## config.mk

```make
export PLATFORM = sky130hd
export DESIGN_NAME = lphm_mod_unit
export DESIGN_NICKNAME = d
export VERILOG_FILES = /design/src/rtl/assert_macros.svh /design/src/rtl/lphm_pkg.sv /design/src/rtl/lphm_mod_unit.sv
export SDC_FILE = /design/constraint.sdc
export NUM_CORES = 1
export LEC_CHECK = 0
export ABC_CLOCK_PERIOD_IN_PS = 800
export BUFFER_PORTS_ARGS = -buffer_cell sky130_fd_sc_hd__buf_2
export CAP_MARGIN = 20
export CORE_AREA = 2 2 56 58
export CTS_CLUSTER_SIZE = 8
export DETAILED_ROUTE_END_ITERATION = 10
export DIE_AREA = 0 0 58 60
export PLACE_DENSITY_LB_ADDON = 0.1
export SYNTH_ARGS = -nofsm -noshare
export SYNTH_HDL_FRONTEND = slang
export SYNTH_SLANG_ARGS = --single-unit
export TNS_END_PERCENT = 20
```

## constraint.sdc

```tcl
create_clock -name clk -period 0.8 [get_ports clk]
set_input_delay 0.16 -clock clk [delete_from_list [all_inputs] [get_ports clk]]
set_output_delay 0.16 -clock clk [all_outputs]
set_load 0.05 [all_outputs]
```

## src/rtl/assert_macros.svh

```systemverilog
// assertion macros for the rtl files
// no dependencies; expects a clock named clk and a reset named arst_n in scope
`ifndef ASSERT_MACROS_SVH
`define ASSERT_MACROS_SVH

// property checked at every clock edge outside reset
`define ASSERT_ALWAYS(lbl, prop, msg) \
	lbl: assert property (@(posedge clk) disable iff (!arst_n) (prop)) else $error(msg);

// same-cycle implication
`define ASSERT_IMPL(lbl, ante, cons, msg) \
	lbl: assert property (@(posedge clk) disable iff (!arst_n) (ante) |-> (cons)) else $error(msg);

// next-cycle implication
`define ASSERT_NEXT(lbl, ante, cons, msg) \
	lbl: assert property (@(posedge clk) disable iff (!arst_n) (ante) |=> (cons)) else $error(msg);

`endif

```

## src/rtl/lphm_pkg.sv

```systemverilog
// shared types and constants of the linear probing hash map
// no dependencies
package lphm_pkg;

	localparam int KEY_W     = 32;
	localparam int VALUE_W   = 32;
	localparam int COUNT_W   = 11;

	localparam logic CMD_INSERT  = 1'b0;
	localparam logic CMD_FIND    = 1'b1;
	localparam logic STATUS_DONE = 1'b0;
	localparam logic STATUS_FULL = 1'b1;

	typedef struct packed {
		logic               found;
		logic [VALUE_W-1:0] value_out;
		logic               status;
		logic [COUNT_W-1:0] entry_count;
	} result_t;

endpackage

```

## src/rtl/lphm_mod_unit.sv

```systemverilog
// key modulo capacity by reciprocal multiplication over pipeline stages s1, s2 and the remainder register
// depends on lphm_pkg
module lphm_mod_unit #(
	parameter int CAPACITY = 1024
) (
	input  logic                         clk,
	input  logic                         arst_n,
	input  logic                         start,
	input  logic [lphm_pkg::KEY_W-1:0]   key,
	output logic                         done,
	output logic [$clog2(CAPACITY)-1:0]  home
);

	localparam int KW = lphm_pkg::KEY_W;
	localparam int IW = $clog2(CAPACITY);
	localparam int QS = KW + IW;
	// ceil(2^QS / CAPACITY) gives the exact quotient for every key of KW bits
	localparam longint unsigned RECIP_L =
		((64'd1 << QS) + 64'(CAPACITY) - 64'd1) / 64'(CAPACITY);
	localparam logic [KW:0]   RECIP   = (KW + 1)'(RECIP_L);
	localparam logic [IW-1:0] CAP_LOW = IW'(CAPACITY);

	logic                 vld_s1;
	logic                 vld_s2;
	logic                 done_q;
	logic [KW-1:0]        key_s1;
	logic [IW-1:0]        key_s2;
	logic [2*KW:0]        prod_s2;
	logic [IW-1:0]        rem_q;
	logic [IW-1:0]        quot_low;
	logic [IW-1:0]        rem_next;

	// only the low bits of quotient times capacity matter for the remainder
	assign quot_low = prod_s2[QS +: IW];
	assign rem_next = key_s2 - quot_low * CAP_LOW;

	always_ff @(posedge clk or negedge arst_n) begin
		if (!arst_n) begin
			vld_s1 <= 1'b0;
			vld_s2 <= 1'b0;
			done_q <= 1'b0;
		end else begin
			vld_s1 <= start;
			vld_s2 <= vld_s1;
			done_q <= vld_s2;
		end
	end

	always_ff @(posedge clk) begin
		if (start) begin
			key_s1 <= key;
		end
		if (vld_s1) begin
			key_s2  <= key_s1[IW-1:0];
			prod_s2 <= (2*KW+1)'(key_s1) * (2*KW+1)'(RECIP);
		end
		if (vld_s2) begin
			rem_q <= rem_next;
		end
	end

	assign done = done_q;
	assign home = rem_q;

endmodule

```

==> results of run 1 <==
-- metrics by stage --
| step | util [%] | TNS, ps | area [sq um] |
|---|---|---|---|
| finish | 47.9 | -2610 | 1390 |
| global route | 47.9 | -3840 | 1390 |
| CTS | 47.9 | -3080 | 1390 |
| detailed placement | 39.7 | -138 | 1150 |
| global placement | 39.7 | 0 | 1150 |
| floorplan | - | -434 | 977 |
-- state kept, by name, summed over array words and instances (netlist names) --
signal  count
home       10
key_s1     10
key_s2     10
done        1
vld_s1      1
vld_s2      1
-- layout make-up --
type,instances,share of cell area [%]
Timing Repair Buffer,35,22.6
Clock buffer,8,4.23
Tap cell,33,2.97
Sequential cell,33,70.2
-- worst max-delay path by stage --
stage | startpoint | to | cells past startpoint
6_report | home[3]$_DFFE_PP_ | home[3] | 1
5_1_grt | home[2]$_DFFE_PP_ | home[2] | 1
4_1_cts | home[3]$_DFFE_PP_ | home[3] | 1
3_5_place_dp | vld_s1$_DFF_PN0_ | key_s2[9]$_DFFE_PP_ | 1
3_3_place_gp | vld_s2$_DFF_PN0_ | home[2]$_DFFE_PP_ | 0
2_1_floorplan | vld_s1$_DFF_PN0_ | key_s2[0]$_DFFE_PP_ | 0
-- cells by family (layout without fill, tap and decap cells) --
family	Yosys count	after routing	share of synthesized area, %
DFF	33	33	100
buffers and inverters	0	43	0
-- power groups by stage --
stage          logic [uW]  registers, uW  clock network (uW)
2_1_floorplan           0           2190                   0
3_5_place_dp          176           2110                   0
4_1_cts               247           2070                 966
5_1_grt               259           2090                1060
3_3_place_gp          175           2100                   0
6_report              246           2070                 916
-- layer usage --
layer  GRT usage (%)  up-vias
met5               0        -
met4            4.98        0
met3            7.36        3
met2            12.2       27
met1            8.92      206
li1                -      217
-- repair_timing --
action                     4_1_cts  5_1_grt
resized for setup               22        0
hold endpoints to repair        13        0
hold buffers                    11        0
setup endpoints to repair       31       31
-- layout by cell type, fill, tap and decap left out --
cell type | synthesis | final
edfxtp_1 | 30 | 30
buf_2 | 0 | 12
dlygate4sd3_1 | 0 | 11
buf_6 | 0 | 11
clkbuf_4 | 0 | 5
clkbuf_1 | 0 | 2
dfrtp_1 | 3 | 2
clkbuf_8 | 0 | 1
buf_12 | 0 | 1
dfrtp_2 | 0 | 1
==> metrics, run 1 <==
Synth area leader=edfxtp_1; top cells by area, synth=edfxtp_1, dfrtp_1; FF/Latch Area=roughly 980 sq um; area of the multi-input gates=0 sq um; CP Launch Type=register; hold path depth=1; H-tree lvl count=2; met3 wire length=around 130 um; Max-cap violations=0; initial drt markers=4; first drt pass iteration count=4; worst reg2reg path depth=0; # DRC=0; Req. time, crit path=around 640 ps; max incr delay on CP=400 ps; IR Drop Worst-Case VDD=1.33 mV; Via density=around 4.2; YS warnings=0; Clk network pwr share=28.3%; count leader, synth=edfxtp_1; synthesized area=just under 1000 sq um; register area share after synthesis=between 90% and 100%; via count of the routed design=approximately 450; worst hold start=start; worst skew pair latency=around 320 ps; Setup CP Type=reg2out; failing checks=negative setup slack; Filler Cells Inserted=240; Placed Cells=90; number of flops mapped to enable cells by yosys=30; Sw Share=20.4%; fin. max-slew vios=0; RSZ-0062 raised after global routing=yes; detailed-route wire length=1130 um; sequential power share=between 60% and 70%; WP data arrival=890 ps; CP max-delay cell=edfxtp_1; Worst Setup End Kind=output pin; ys async rst share=under 10%; DR WL/cell=roughly 10 um; Slew @ Worst Pin=roughly 230 ps; row count=20; syn_nets=between 60 and 70; fmax=roughly 950 MHz; die area=roughly 3500 sq um; nets=110; wl on met1=about 480 um; Cell Int Power=between 2000 and 3000 uW; syn_area_per_cell=~30 sq um; CTS tree=built; global-route wire length before repair=slightly above 2000 um; Syn Inst Count=33; #MultiIn Comb=0; reg-to-reg setup timing slack=-10 ps; Pwr Density=roughly 2300 nW/um^2; clock sink count=33; Top delay family on crit path=flip-flops; Comb power frac=approximately 7.6%; Reg clk slew, reported paths=around 90 ps; number of synthesized register bits=33; Worst Slack Setup Final=-249 ps; CP Cell Sequence=buf_6; share of the synthesized area in the top cell type=a little over 90%; worst flop-to-flop path endpoint=home[1]$_DFFE_PP_; # port buffers=23; global route overflow=0; overall routing resource usage=8.70%; Antenna Nets Post-Route=0; most frequent cells after synthesis=edfxtp_1, dfrtp_1; NetSw=between 600 and 700 uW; overall power=about 3200 uW; Final GP Congestion=slightly above 0.5; Pleak=between 0.0005 and 0.0006 uW; Die W=approximately 58 um; I/O pin count=46; Final Hold Viols=0; worst path bufs/invs=1; vias in the first global route=476; core area=just under 3000 sq um; outcome=finished with violations; hold path endpoint=vld_s1$_DFF_PN0_; metal2 WL=slightly below 500 um; top_reg_cell synth=edfxtp_1; Finished Layout Cells=approximately 110; post-CTS setup buffers=0; top sig layer=met4; DP Worst Slack=-9.24 ps; Area Growth Syn to Fin=42.6%; starting density of the core=between 30% and 40%; RR Startpoint=vld_s2$_DFF_PN0_; fin crit period=around 1000 ps; chip height=about 60 um; Hold Path Class=in2reg; Slew HR=between 80% and 90%; Root Driver=clkbuf_4; antenna cell count=0; crit path max fanout=1; largest net degree at the start of global routing=12; endpoints failing setup=30; final hold slack=93.3 ps; share of cells above drive strength 1=40.8%; CTS max path bufs=2; initial antenna violation count=0; fin crit share=131%; post-synth cell types=2; Num CTS Buffers=5; Clock Skew=between 6 and 7 ps
(Power assumes the default switching activity.)
==> run 2: changes to the inputs <==
Settings changed: CTS_BUF_LIST set to sky130_fd_sc_hd__clkbuf_4 sky130_fd_sc_hd__clkbuf_8 sky130_fd_sc_hd__clkbuf_16.
==> metrics, run 2 (same netlist as run 1, synthesis figures left out) <==
outcome=finished with violations; failing checks=negative setup slack; Worst Setup End Kind=output pin; Setup CP Type=reg2out; first drt pass iteration count=4 (unchanged); critical path depth=1 (unchanged); hold path depth=1 (unchanged); crit path max fanout=1 (unchanged); Num CTS Buffers=5 (unchanged); Pwr Density=2360 nW/um^2 (+1.8%); Clock Skew=9.61 ps (+2.99 ps); H-tree lvl count=2 (unchanged); clock sink count=33 (unchanged); commonest non-fill, non-tap cells in the layout=edfxtp_1, buf_2, dlygate4sd3_1, buf_6, clkbuf_4; Antenna Nets Post-Route=0 (unchanged); via count of the routed design=448 (-1.1%); Area Growth Syn to Fin=43.3%; Via density=4.11 (-1.1%); Die W=58 um (unchanged); global-route wire length before repair=2070 um (+2.4%); worst path bufs/invs=1 (unchanged); vias in the first global route=481 (+1.1%); overall power=3310 uW (+2.3%); row count=20 (unchanged); Top delay family on crit path=flip-flops; area of the multi-input gates=0 sq um (unchanged); Slew @ Worst Pin=237 ps (+4.58 ps); share of cells above drive strength 1=43.4% (+2.6 points); Reg clk slew, reported paths=90 ps (about the same); Hold Path Class=in2reg; worst skew pair latency=320 ps (about the same); Placed Cells=90 (unchanged); antenna cell count=0 (unchanged); # DRC=0 (unchanged); I/O pin count=46 (unchanged); Root Driver=clkbuf_4; # port buffers=23 (unchanged); fin crit share=131% (about the same); detailed-route wire length=1170 um (+3.5%); DR WL/cell=10.7 um (+3.5%); die area=3480 sq um (unchanged); Max-cap violations=0 (unchanged); fmax=953 MHz (about the same); Worst Slack Setup Final=-250 ps (-0.434 ps); CTS max path bufs=2 (unchanged); Final Hold Viols=0 (unchanged); DP Worst Slack=-9.24 ps (unchanged); endpoints failing setup=28 (-6.7%); commonest non-fill, non-tap cell in the layout=edfxtp_1; WP data arrival=890 ps (about the same); post-CTS setup buffers=0 (unchanged); fin. max-slew vios=0 (unchanged); CP max-delay cell=edfxtp_1; worst reg2reg path depth=0 (unchanged); final hold slack=95.3 ps (+2.02 ps); core area=2900 sq um (unchanged); CP Launch Type=register; Req. time, crit path=640 ps (about the same); initial antenna violation count=0 (unchanged); initial drt markers=5 (+1); largest net degree at the start of global routing=12 (unchanged); Final GP Congestion=0.519 (unchanged); nets=110 (unchanged); global route overflow=0 (unchanged); max incr delay on CP=400 ps (about the same); RSZ-0062 raised after global routing=yes; starting density of the core=33.6% (unchanged); overall routing resource usage=8.94% (+0.24 points); final design utilization=48.2% (+0.26 points); CP Cell Sequence=buf_6; CTS tree=built; fin crit period=1050 ps (+0.434 ps); IR Drop Worst-Case VDD=1.33 mV (about the same); Finished Layout Cells=109 (unchanged); #MultiIn Comb=0 (unchanged); Slew HR=84.2% (-0.30 points); Pleak=0.000536 uW (+1.3%); chip height=60 um (unchanged); Filler Cells Inserted=239 (-0.42%)
## run 2: cell count changes in the layout (fill, tap and decap cells not counted)
cell      previous run  this run
clkbuf_4             5         7
clkbuf_1             2         0
## run 2: routing by layer
layer | wire (um) | vias to the layer above | share of wire [%] | track usage, %
met5 | 0 | - | 0 | 0
met1 | 492 | 201 | 42 | 9.22
met4 | 26 | 0 | 2.2 | 4.98
met2 | 520 | 27 | 45 | 12.7
li1 | - | 216 | - | -
met3 | 128 | 4 | 11 | 7.36
## run 2: final cells by class
class	count	area, sq um	area share, %
clock buffers	8	66.3	4.74
flip-flops and latches	33	977	69.9
well taps	33	41.3	2.95
repair buffers	35	314	22.5
## run 2: path summary, 6_finish.rpt
| kind | start | endpoint | slack, ps |
|---|---|---|---|
| hold / removal | start | vld_s1$_DFF_PN0_ | 100 |
| setup reg to reg | vld_s2$_DFF_PN0_ | home[2]$_DFFE_PP_ | -10 |
| min in group asynchronous | arst_n | vld_s2$_DFF_PN0_ | 160 |
| max in group asynchronous | arst_n | vld_s2$_DFF_PN0_ | 520 |
| hold reg to reg | key_s2[7]$_DFFE_PP_ | home[7]$_DFFE_PP_ | 420 |
| setup / recovery | home[3]$_DFFE_PP_ | home[3] | -250 |
## run 2: power by group
group / leakage [uW] / switching, uW / total [uW] / internal [uW]
combinational: 0.000169 / 134 / 247 / 113
clock: 0.0000394 / 489 / 990 / 501
sequential: 0.000328 / 44.8 / 2070 / 2030
total: 0.000536 / 667 / 3310 / 2640
## run 2: metrics by stage
step | cell area [sq um] | TNS [ps]
detailed placement | 1150 | -138
global route | 1400 | -3840
floorplan | 977 | -434
finish | 1400 | -2630
CTS | 1400 | -3070
global placement | 1150 | 0
## run 2: repair_timing
action | in CTS | in global routing
endpoints found under the hold margin | 13 | 0
setup endpoints to repair | 31 | 31
resized for setup | 22 | 0
hold buffers | 11 | 0
==> run 3: changes to the inputs <==
Settings changed: SETUP_SLACK_MARGIN set to 0.1.
==> metrics, run 3 (same netlist as run 1, synthesis figures left out) <==
Finished Layout Cells=108 (-0.92%); global route hottest layer=met2; Reg clk slew, reported paths=90 ps (about the same); Slew @ Worst Pin=227 ps (-10.8 ps); Final GP Congestion=0.508 (-2.1%); nets=109 (-0.91%); commonest non-fill, non-tap cells in the layout=edfxtp_1, buf_2, dlygate4sd3_1, buf_6, clkbuf_4; met1 GRT Util=9.08% (-0.14 points); Pwr Density=2360 nW/um^2 (-0.31%); I/O pin count=46 (unchanged); die area=3480 sq um (unchanged); CP Launch Type=register; Hold Path Class=in2reg; Antenna Nets Post-Route=0 (unchanged); Worst Setup End Kind=output pin; Num CTS Buffers=5 (unchanged); CP max-delay cell=edfxtp_1; # DRC=0 (unchanged); Area Growth Syn to Fin=40.8%; chip height=60 um (unchanged); largest net degree at the start of global routing=12 (unchanged); #MultiIn Comb=0 (unchanged); worst reg2reg path depth=0 (unchanged); post-CTS setup buffers=0 (unchanged); detailed-route wire length=1130 um (-2.9%); global route overflow=0 (unchanged); endpoints failing setup=31 (+11%); outcome=finished with violations; Max-cap violations=0 (unchanged); overall power=3240 uW (-2.1%); grt met3 use=4.55% (-2.8 points); Filler Cells Inserted=249 (+4.2%); Top delay family on crit path=flip-flops; Slew HR=84.9% (+0.72 points); via count of the routed design=421 (-6.0%); H-tree lvl count=2 (unchanged); Req. time, crit path=640 ps (about the same); CTS max path bufs=2 (unchanged); fin. max-slew vios=0 (unchanged); Via density=3.90 (-5.2%); IR Drop Worst-Case VDD=1.19 mV (-10%); fin crit share=130% (-1.3 points); Final Hold Viols=0 (unchanged); crit path max fanout=1 (unchanged); Root Driver=clkbuf_4; Placed Cells=89 (-1.1%); critical path depth=1 (unchanged); row count=20 (unchanged); antenna cell count=0 (unchanged); CTS tree=built; RSZ-0062 raised after global routing=yes; core area=2900 sq um (unchanged); vias in the first global route=387 (-20%); area of the multi-input gates=0 sq um (unchanged); clock sink count=33 (unchanged); met2 Usage GRT=9.74% (-2.9 points); Pleak=0.000523 uW (-2.4%); Worst Slack Setup Final=-239 ps (+10.6 ps); fmax=962 MHz (+1.0%); CP Cell Sequence=buf_6; failing checks=negative setup slack; share of cells above drive strength 1=44.0% (+0.58 points); max incr delay on CP=400 ps (about the same); first drt pass iteration count=3 (-1); commonest non-fill, non-tap cell in the layout=edfxtp_1; initial antenna violation count=0 (unchanged); Die W=58 um (unchanged); initial drt markers=3 (-2); hold path depth=1 (unchanged); WP data arrival=880 ps (about the same); Clock Skew=4.42 ps (-5.19 ps); worst skew pair latency=310 ps (about the same); fin crit period=1040 ps (-10.6 ps); worst path bufs/invs=1 (unchanged); Setup CP Type=reg2out; # port buffers=23 (unchanged); overall routing resource usage=7.72% (-1.2 points); starting density of the core=33.6% (unchanged); DR WL/cell=10.5 um (-2.0%); global-route wire length before repair=1790 um (-14%)
==> run 3: cell types whose count changed in the layout (fill, tap and decap cells not counted), sizes merged <==
cell  delta
buf      -1
==> run 3: area by class of cell <==
type	count	area [sq um]	share of cell area [%]
clock buffers	8	60.1	4.37
flip-flops and latches	33	978	71.2
well taps	33	41.3	3.01
repair buffers	34	294	21.4
==> run 3: repair_timing <==
item                                    CTS  global route
endpoints found under the hold margin    12            10
gates resized for setup                  22             0
cloned                                    0             0
hold buffers                              1            10
endpoints found under the setup margin   31            31
==> run 3: metal layers <==
metal | part of all wire, % | wire length, um
met1 | 42 | 474
met2 | 45 | 505
met3 | 11 | 121
met4 | 2.9 | 33
met5 | 0 | 0
==> run 3: power by group <==
group,switching [uW],internal (uW)
Clock,481,452
Sequential,51.5,2030
Combinational,124,103
==> run 3: worst paths after layout <==
kind | start | to | slack (ps)
worst max-delay path | home[9]$_DFFE_PP_ | home[9] | -240
worst min-delay path | start | vld_s1$_DFF_PN0_ | 80
worst max register to register | vld_s2$_DFF_PN0_ | home[1]$_DFFE_PP_ | -10
worst min register to register | key_s1[7]$_DFFE_PP_ | key_s2[7]$_DFFE_PP_ | 420
max in group asynchronous | arst_n | vld_s1$_DFF_PN0_ | 520
min in group asynchronous | arst_n | done$_DFF_PN0_ | 160
==> run 3: per-stage QoR <==
stage / TNS, ps / utilization [%] / instance area, sq um / worst slack (ps) / hold WS [ps]
3_5_place_dp: -18.5 / 39.1 / 1130 / -1.69 / -38.0
2_1_floorplan: 0 / - / 978 / 39.4 / -136
4_1_cts: -2990 / 43.9 / 1270 / -272 / -6.02
3_3_place_gp: 0 / 39.1 / 1130 / 3.17 / -37.7
5_1_grt: -3740 / 47.3 / 1370 / -298 / 66.3
6_report: -2550 / 47.3 / 1370 / -239 / 84.0
